<file path="src/rtl/lsa_pkg.sv">
// types and codes shared by the stack allocator and its checker
`timescale 1ns / 1ps

package lsa_pkg;

	localparam logic [1:0] ACT_ALLOC = 2'd0;
	localparam logic [1:0] ACT_FREE  = 2'd1;
	localparam logic [1:0] ACT_CLEAR = 2'd2;

	localparam logic [2:0] ST_OK       = 3'd0;
	localparam logic [2:0] ST_NO_SPACE = 3'd1;
	localparam logic [2:0] ST_ORDER    = 3'd2;
	localparam logic [2:0] ST_FULL     = 3'd3;
	localparam logic [2:0] ST_EMPTY    = 3'd4;

	localparam logic REG_BASE  = 1'b0;
	localparam logic REG_BYTES = 1'b1;

	localparam logic [31:0] REGION_BYTES_RESET = 32'd65536;

	typedef struct packed {
		logic [1:0]  action;
		logic [31:0] size;
		logic [3:0]  align_log2;
		logic [31:0] block_address;
	} item_t;

	typedef struct packed {
		logic [31:0] address;
		logic [2:0]  status;
	} result_t;

endpackage

</file>
<file path="src/rtl/lifo_stack_allocator_unit.sv">
// lifo stack allocator with the record stack held in synchronous memory
//
//  channel   direction  handshake                      payload
//  item      in         item_valid / item_stall        lsa_pkg::item_t
//  result    out        result_valid / result_stall    lsa_pkg::result_t
//  config    in         cfg_we, cfg_index              cfg_wdata
//
//  each accepted item has its cursor aligned and its top record read as it is taken in;
//  in S_EXEC the record is checked against the request and the result is written.
//  S_EXEC waits while the result register still holds an untaken result.
//  the result register lets a new item be accepted while a result waits.
//  reset empties the record stack through its count; no clearing pass.
`timescale 1ns / 1ps

module lifo_stack_allocator_unit #(
	parameter int ADDR_BITS      = 32,
	parameter int RECORD_DEPTH   = 64,
	parameter int HEADER_BYTES   = 16,
	parameter int MAX_ALIGN_LOG2 = 12
) (
	input  logic             clk,
	input  logic             arst_n,
	input  logic             item_valid,
	output logic             item_stall,
	input  lsa_pkg::item_t   item,
	output logic             result_valid,
	input  logic             result_stall,
	output lsa_pkg::result_t result,
	input  logic             cfg_we,
	input  logic             cfg_index,
	input  logic [31:0]      cfg_wdata
);

	localparam int CW  = ADDR_BITS + 1;
	localparam int WW  = ((ADDR_BITS > 33) ? ADDR_BITS : 33) + 2;
	localparam int OW  = ((MAX_ALIGN_LOG2 > 7) ? MAX_ALIGN_LOG2 : 7) + 2;
	localparam int IW  = (RECORD_DEPTH > 1) ? $clog2(RECORD_DEPTH) : 1;
	localparam int NW  = IW + 1;
	localparam int LGW = 5;
	localparam logic [WW-1:0] TOP   = WW'(1) << ADDR_BITS;
	localparam logic [WW-1:0] AMASK = TOP - WW'(1);

	localparam logic S_IDLE = 1'b0;
	localparam logic S_EXEC = 1'b1;

	logic             state_q;
	logic [31:0]      region_base_q;
	logic [31:0]      region_bytes_q;
	logic [CW-1:0]    cursor_q;
	logic [NW-1:0]    count_q;
	lsa_pkg::item_t   item_s1;
	logic [WW-1:0]    aligned_s1;
	logic [WW-1:0]    end_s1;
	logic             result_valid_q;
	lsa_pkg::result_t result_q;

	logic [CW-1:0]    mem_cursor [RECORD_DEPTH];
	logic [31:0]      mem_len    [RECORD_DEPTH];
	logic [CW-1:0]    rd_cursor_s1;
	logic [31:0]      rd_size_s1;

	logic             accept;
	logic             exec_go;
	logic [WW-1:0]    base_m;
	logic [WW-1:0]    end_raw;
	logic [WW-1:0]    end_w;
	logic [WW-1:0]    cursor_w;
	logic [LGW-1:0]   lg_sat;
	logic [OW-1:0]    cur_lo;
	logic [OW-1:0]    amask;
	logic [OW-1:0]    gap;
	logic [OW-1:0]    bump;
	logic [OW-1:0]    off;
	logic [IW-1:0]    rd_idx;
	logic [CW-1:0]    cfg_cursor;

	logic [WW-1:0]    fin;
	logic [WW-1:0]    blk;
	logic             mem_we;
	logic [CW-1:0]    cursor_nx;
	logic [NW-1:0]    count_nx;
	lsa_pkg::result_t res_nx;

	assign accept       = item_valid && !item_stall;
	assign item_stall   = (state_q != S_IDLE);
	assign exec_go      = (state_q == S_EXEC) && (!result_valid_q || !result_stall);
	assign result_valid = result_valid_q;
	assign result       = result_q;

	// region end, clipped to the address space
	assign base_m   = WW'(region_base_q) & AMASK;
	assign end_raw  = base_m + WW'(region_bytes_q);
	assign end_w    = (end_raw > TOP) ? TOP : end_raw;
	assign cursor_w = WW'(cursor_q);
	assign rd_idx   = IW'(count_q - NW'(1));

	assign cfg_cursor = (cfg_index == lsa_pkg::REG_BASE) ?
		CW'(WW'(cfg_wdata) & AMASK) : CW'(base_m);

	// alignment offset from the low cursor bits
	always_comb begin
		lg_sat = (LGW'(item.align_log2) > LGW'(MAX_ALIGN_LOG2)) ?
			LGW'(MAX_ALIGN_LOG2) : LGW'(item.align_log2);
		cur_lo = cursor_w[OW-1:0];
		amask  = (OW'(1) << lg_sat) - OW'(1);
		gap    = (~cur_lo + OW'(1)) & amask;
		if (gap < OW'(HEADER_BYTES)) begin
			bump = (OW'(HEADER_BYTES) - gap + amask) & ~amask;
		end else begin
			bump = '0;
		end
		off = gap + bump;
	end

	// decision in the S_EXEC state
	always_comb begin
		fin       = aligned_s1 + WW'(item_s1.size);
		blk       = WW'(item_s1.block_address) & AMASK;
		mem_we    = 1'b0;
		cursor_nx = cursor_q;
		count_nx  = count_q;
		res_nx    = '{address: '0, status: lsa_pkg::ST_OK};
		case (item_s1.action)
			lsa_pkg::ACT_ALLOC: begin
				if (count_q >= NW'(RECORD_DEPTH)) begin
					res_nx.status = lsa_pkg::ST_FULL;
				end else if (fin > end_s1) begin
					res_nx.status = lsa_pkg::ST_NO_SPACE;
				end else begin
					mem_we         = 1'b1;
					cursor_nx      = CW'(fin);
					count_nx       = count_q + NW'(1);
					res_nx.address = aligned_s1[31:0];
				end
			end
			lsa_pkg::ACT_FREE: begin
				if (count_q == '0) begin
					res_nx.status = lsa_pkg::ST_EMPTY;
				end else if (blk + WW'(rd_size_s1) != cursor_w) begin
					res_nx.status = lsa_pkg::ST_ORDER;
				end else begin
					cursor_nx = rd_cursor_s1;
					count_nx  = count_q - NW'(1);
				end
			end
			lsa_pkg::ACT_CLEAR: begin
				cursor_nx = CW'(base_m);
				count_nx  = '0;
			end
			default: begin
			end
		endcase
	end

	// record stack memory
	always_ff @(posedge clk) begin
		if (exec_go && mem_we) begin
			mem_cursor[count_q[IW-1:0]] <= cursor_q;
			mem_len[count_q[IW-1:0]]    <= item_s1.size;
		end
		if (accept) begin
			rd_cursor_s1 <= mem_cursor[rd_idx];
			rd_size_s1   <= mem_len[rd_idx];
		end
	end

	always_ff @(posedge clk) begin
		if (accept) begin
			item_s1    <= item;
			aligned_s1 <= cursor_w + WW'(off);
			end_s1     <= end_w;
		end
		if (exec_go) begin
			result_q <= res_nx;
		end
	end

	always_ff @(posedge clk or negedge arst_n) begin
		if (!arst_n) begin
			state_q        <= S_IDLE;
			region_base_q  <= '0;
			region_bytes_q <= lsa_pkg::REGION_BYTES_RESET;
			cursor_q       <= '0;
			count_q        <= '0;
			result_valid_q <= 1'b0;
		end else begin
			if (cfg_we) begin
				if (cfg_index == lsa_pkg::REG_BASE) begin
					region_base_q <= cfg_wdata;
				end else begin
					region_bytes_q <= cfg_wdata;
				end
				cursor_q <= cfg_cursor;
				count_q  <= '0;
			end else if (exec_go) begin
				cursor_q <= cursor_nx;
				count_q  <= count_nx;
			end
			case (state_q)
				S_IDLE: begin
					if (accept) begin
						state_q <= S_EXEC;
					end
				end
				S_EXEC: begin
					if (exec_go) begin
						state_q <= S_IDLE;
					end
				end
				default: begin
					state_q <= S_IDLE;
				end
			endcase
			if (exec_go) begin
				result_valid_q <= 1'b1;
			end else if (!result_stall) begin
				result_valid_q <= 1'b0;
			end
		end
	end

endmodule

</file>
<file path="config.mk">
export PLATFORM = sky130hd
export DESIGN_NAME = lifo_stack_allocator_unit
export DESIGN_NICKNAME = d
export VERILOG_FILES = /design/src/rtl/lsa_pkg.sv /design/src/rtl/lifo_stack_allocator_unit.sv
export SDC_FILE = /design/constraint.sdc
export NUM_CORES = 2
export LEC_CHECK = 0
export BUFFER_PORTS_ARGS = -buffer_cell sky130_fd_sc_hd__buf_2
export CELL_PAD_IN_SITES_DETAIL_PLACEMENT = 0
export CELL_PAD_IN_SITES_GLOBAL_PLACEMENT = 1
export CORE_ASPECT_RATIO = 2
export CORE_MARGIN = 2
export CORE_UTILIZATION = 40
export DETAILED_ROUTE_END_ITERATION = 8
export GPL_TIMING_DRIVEN = 0
export HOLD_SLACK_MARGIN = 0.02
export PLACE_DENSITY = 0.61
export SETUP_SLACK_MARGIN = 0.4
export SLEW_MARGIN = 20
export SYNTH_ARGS = -nofsm -noshare
export SYNTH_HDL_FRONTEND = slang
export SYNTH_MEMORY_MAX_BITS = 65536
export SYNTH_SLANG_ARGS = --single-unit
</file>
<file path="constraint.sdc">
create_clock -name clk -period 13.5 [get_ports clk]
set_input_delay 0 -clock clk [delete_from_list [all_inputs] [get_ports clk]]
set_output_delay 0 -clock clk [all_outputs]
set_load 0.05 [all_outputs]
</file>
==> impl.org <==
** Flow run
- Max-cap violations in this run came to 0.

** Final layout
- P&R area growth vs syn :: 18.9%
- Fin nets :: 9722
- Most frequent standard cell in the layout excluding fill and tap cells :: sky130_fd_sc_hd__edfxtp_1
- Finished Core Util :: 0.477
- In the layout the commonest cells are 4393 x sky130_fd_sc_hd__edfxtp_1, 1365 x sky130_fd_sc_hd__mux4_2, 408 x sky130_fd_sc_hd__clkbuf_16.
- After routing the design area is 214000 um2.
- Count of filler cells inserted in the layout :: 36400
- Ratio of cells with drive above 1 in the final layout :: 0.312

** Die
- Starting density of the core :: 0.401
- I/O pin count :: 145
- Horizontal extent of the die :: 478 um
- The total area inside the core boundary comes to 448000 um2.
- Overall die area :: 455000 um2
- Standard-cell rows :: 348
- The die is 952 um tall.

** Setup path
- Category of the worst setup path launch point :: register
- For the worst setup path, the data required time is 14.14 ns.
- Critical-path cell with the highest stage delay :: sky130_fd_sc_hd__nor2_2
- The worst setup path is captured at a register.
- Max Fanout on Critical Path :: 14
- Worst EP arrival :: 12.60 ns
- Critical setup path kind :: reg2reg
- Crit-path max cell delay :: 0.84 ns
- Most Frequent Cell on Critical Path :: sky130_fd_sc_hd__buf_4

** CTS
- CTS tree :: done
- Clock tree synthesis inserted a total of 402 buffers.
- The cell sitting at the root of the clock tree is a sky130_fd_sc_hd__clkbuf_16.
- Counting every sink on the clock net gives 4499.
- Clk pin slew, worst setup/hold paths :: 0.06 ns
- No sink is reached through more buffers than the 4 on the longest clock path.
- The later pin in the worst-skew pair is clocked with a latency of 1.02 ns.
- The H-tree generated during clock tree synthesis spans 5 levels.

** Yosys
- The synthesized design contains 4499 register bits.
- Of the synthesized area, sequential elements account for 0.749.
- Count of flip-flops with a built-in enable after synthesis :: 4393
- The synthesized netlist occupies a cell area of 180000 um2.
- Among all flip-flop cells after synthesis, the most frequent one is sky130_fd_sc_hd__edfxtp_1.
- Count of synthesis-stage warnings from yosys :: 0
- Post-synthesis area per instance :: 22.1 um2
- Of all flip-flops after synthesis, the portion carrying an async set or reset was 0.0236.
- Counting every instance in the synthesized netlist gives 8140.
- Netlist cell types :: 90

** STA
- On the final layout, the worst hold slack is 0.0748 ns.
- Worst-margin pin slew :: 1.26 ns
- In the final timing run, aggregate negative setup slack is 0 ns.
- Setup repair after global routing left no endpoint under its margin.
- Headroom to the max-slew limit came out at 0.157.
- Of the available clock period, the critical path in the final layout requires 0.886.
- The total count of max-transition violations in the final report was 0.
- Clock Skew :: 0.0942 ns
- Final setup violation count :: 0
- Post-layout min period :: 11.96 ns
- The number of failing hold endpoints at the final stage was 0.
- Timing would allow up to 83.6 MHz.

** Routing
- Vias :: 94200
- Number of nets with antenna violations after routing :: 0
- Average via count per standard cell :: 5.97
- The first TritonRoute pass finished after 8 iterations.
- DRC violation count after routing :: 0
- DRC violation total after the first TritonRoute iteration :: 11200
- After detailed routing, the total wire length is 613 mm.
- Detailed-route wire length per cell :: 38.9 um

** Global route
- For met1 alone, demand over resource in global routing was 0.286.
- Via count of the first global-routing pass :: 96800
- The layer flagged by global routing as most heavily used is met2.
- Entering global routing, the biggest net connects 70 pins.
- For this run, the total global-route usage over all layers was measured as 0.267.
- Met3 global-route usage :: 0.0408
- For this run the aggregate overflow at the end of global routing stands at 0.
- Met2 layer usage reported by global route :: 0.487
- The number of antenna violations at the first check in global routing came to 71.
- First-pass GRT wire length :: 820 mm

** Place
- During placement, the flow inserted port buffers numbering 142.
- At the end of routability-driven placement, the weighted congestion stood at 0.929.
- Half-perimeter wire length of the detailed placement result :: 462 mm
- Once placement finished, the instance area stood at 198000 um2.

** Pwr
- Leakage Power :: 66.8 nW
- Part of the total power dissipated in combinational logic :: 0.175
- The analysis attributes to net switching a power of 9.50 mW.
- PnR Total Power :: 33.9 mW
- Of the total power, the share spent switching nets is 0.280.
- Cell internal power was estimated by the tool at 24.4 mW.
- IR analysis of the VDD net gives a maximum drop of 0.000117 V.
- Relative contribution of sequential cells to total power :: 0.481
- Of the total power, the clock network draws 0.343.
- Total power divided by cell area :: 159 nW/um2

** Min path
- Hold Path Class :: in2async

** Outcome
- The flow ran to the end, and the final reports show no timing, DRC or antenna violations.
-- kinds of logic (layout without fill, tap and decap cells) --
family | after synthesis | count (layout) | share of synthesized area
adders and majority gates | 181 | 181 | 0.0129
buffers and inverters | 512 | 2119 | 0.0109
other | 2 | 68 | 0.0000418
xor gates and xnor gates | 163 | 163 | 0.00813
muxes | 1462 | 1462 | 0.177
DFF | 4499 | 4499 | 0.749
and+or+nand+nor | 736 | 736 | 0.0203
AOI/OAI and AO/OA | 585 | 585 | 0.0218
-- worst max-delay path, delay by kind of cell, from the launching register on --
family                     cells  cell delay, ns
xor gates and xnor gates       1            0.46
and+or+nand+nor                5            2.55
adders and majority gates      3            1.07
DFF                            1            0.60
buffers and inverters          8            2.28
AOI/OAI and AO/OA             13            4.55
-- synth_stat cells (46+ instances only) --
library cell / n / area [um2]
sky130_fd_sc_hd__inv_1: 103 / 387
sky130_fd_sc_hd__nand3_1: 51 / 255
sky130_fd_sc_hd__nor2_1: 196 / 736
sky130_fd_sc_hd__a21o_1: 46 / 345
sky130_fd_sc_hd__o21ai_0: 109 / 546
sky130_fd_sc_hd__nor3_1: 64 / 320
sky130_fd_sc_hd__nand2_1: 170 / 638
sky130_fd_sc_hd__nand4_1: 48 / 300
sky130_fd_sc_hd__a21oi_1: 166 / 831
sky130_fd_sc_hd__mux4_2: 1365 / 30700
sky130_fd_sc_hd__mux2_2: 79 / 890
sky130_fd_sc_hd__xnor2_1: 113 / 990
sky130_fd_sc_hd__clkbuf_1: 315 / 1180
sky130_fd_sc_hd__ha_1: 175 / 2190
sky130_fd_sc_hd__dfrtp_1: 105 / 2630
sky130_fd_sc_hd__edfxtp_1: 4393 / 132000
sky130_fd_sc_hd__buf_1: 78 / 293
sky130_fd_sc_hd__and2_1: 47 / 294
sky130_fd_sc_hd__xor2_1: 48 / 420
-- power by group through the flow --
stage,clock network (mW),registers (mW),logic [mW]
3_3_place_gp,0,17.1,5.18
6_report,11.6,16.3,5.95
4_1_cts,11.8,16.3,5.92
5_1_grt,12.3,16.3,6.15
3_5_place_dp,0,16.6,5.86
2_1_floorplan,0,16.6,2.95
-- registers in the layout, indices dropped and copies added (netlist names) --
name and flops:
rd_cursor_s1 33, mem_cursor 2112, item_stall 1, cursor_q 33
item_s1 34, result 35, aligned_s1 34, region_base_q 32
blk 32, mem_len 2048, result_valid 1, region_bytes_q 32
count_q 7, rd_size_s1 32, end_s1 33
-- area by class of cell --
class / count / area (um2) / area share
clock buffer: 480 / 10500 / 0.0491
inverter: 103 / 387 / 0.00181
timing repair buffer: 887 / 12500 / 0.0585
buffer: 409 / 1830 / 0.00856
sequential: 4499 / 135000 / 0.630
tap: 5950 / 7440 / 0.0348
multi-input combinational: 3131 / 43700 / 0.204
antenna: 64 / 160 / 0.000750
clock inverter: 240 / 2470 / 0.0115
-- worst paths after layout --
kind / start / end / slack, ns / depth (start not counted)
max: item_s1[36]$_DFFE_PP_ / mem_len[2][6]$_DFFE_PP_ / 1.54 / 30
min: arst_n / region_bytes_q[3]$_DFFE_PN0P_ / 0.07 / 4
max reg2reg: item_s1[36]$_DFFE_PP_ / mem_len[2][6]$_DFFE_PP_ / 1.54 / 30
min reg2reg: region_bytes_q[11]$_DFFE_PN0P_ / region_bytes_q[11]$_DFFE_PN0P_ / 0.52 / 1
max in group asynchronous: arst_n / cursor_q[22]$_DFFE_PN0P_ / 12.66 / 5
min in group clk: cfg_wdata[4] / cursor_q[4]$_DFFE_PN0P_ / 0.10 / 6
-- per-stage QoR --
stage	setup slack [ns]	std cells
global placement	-10.88	14200
global route	1.48	15700
finish	1.54	15800
detailed placement	1.90	14800
CTS	1.79	15700
floorplan	2.59	8142
-- routing by layer --
layer  up-vias  wire [um]
li1      37200          -
met1     50900     197000
met2      4714     329000
met3      1423      40800
met4         8      46500
met5         -         46
-- timing repair --
action | 4_1_cts | 5_1_grt
buffers inserted | 0 | 0
endpoints found under the hold margin | 376 | 0
resized for setup | 0 | 0
hold buffers | 210 | 0
No activity file was read; power rests on OpenSTA's default activity.
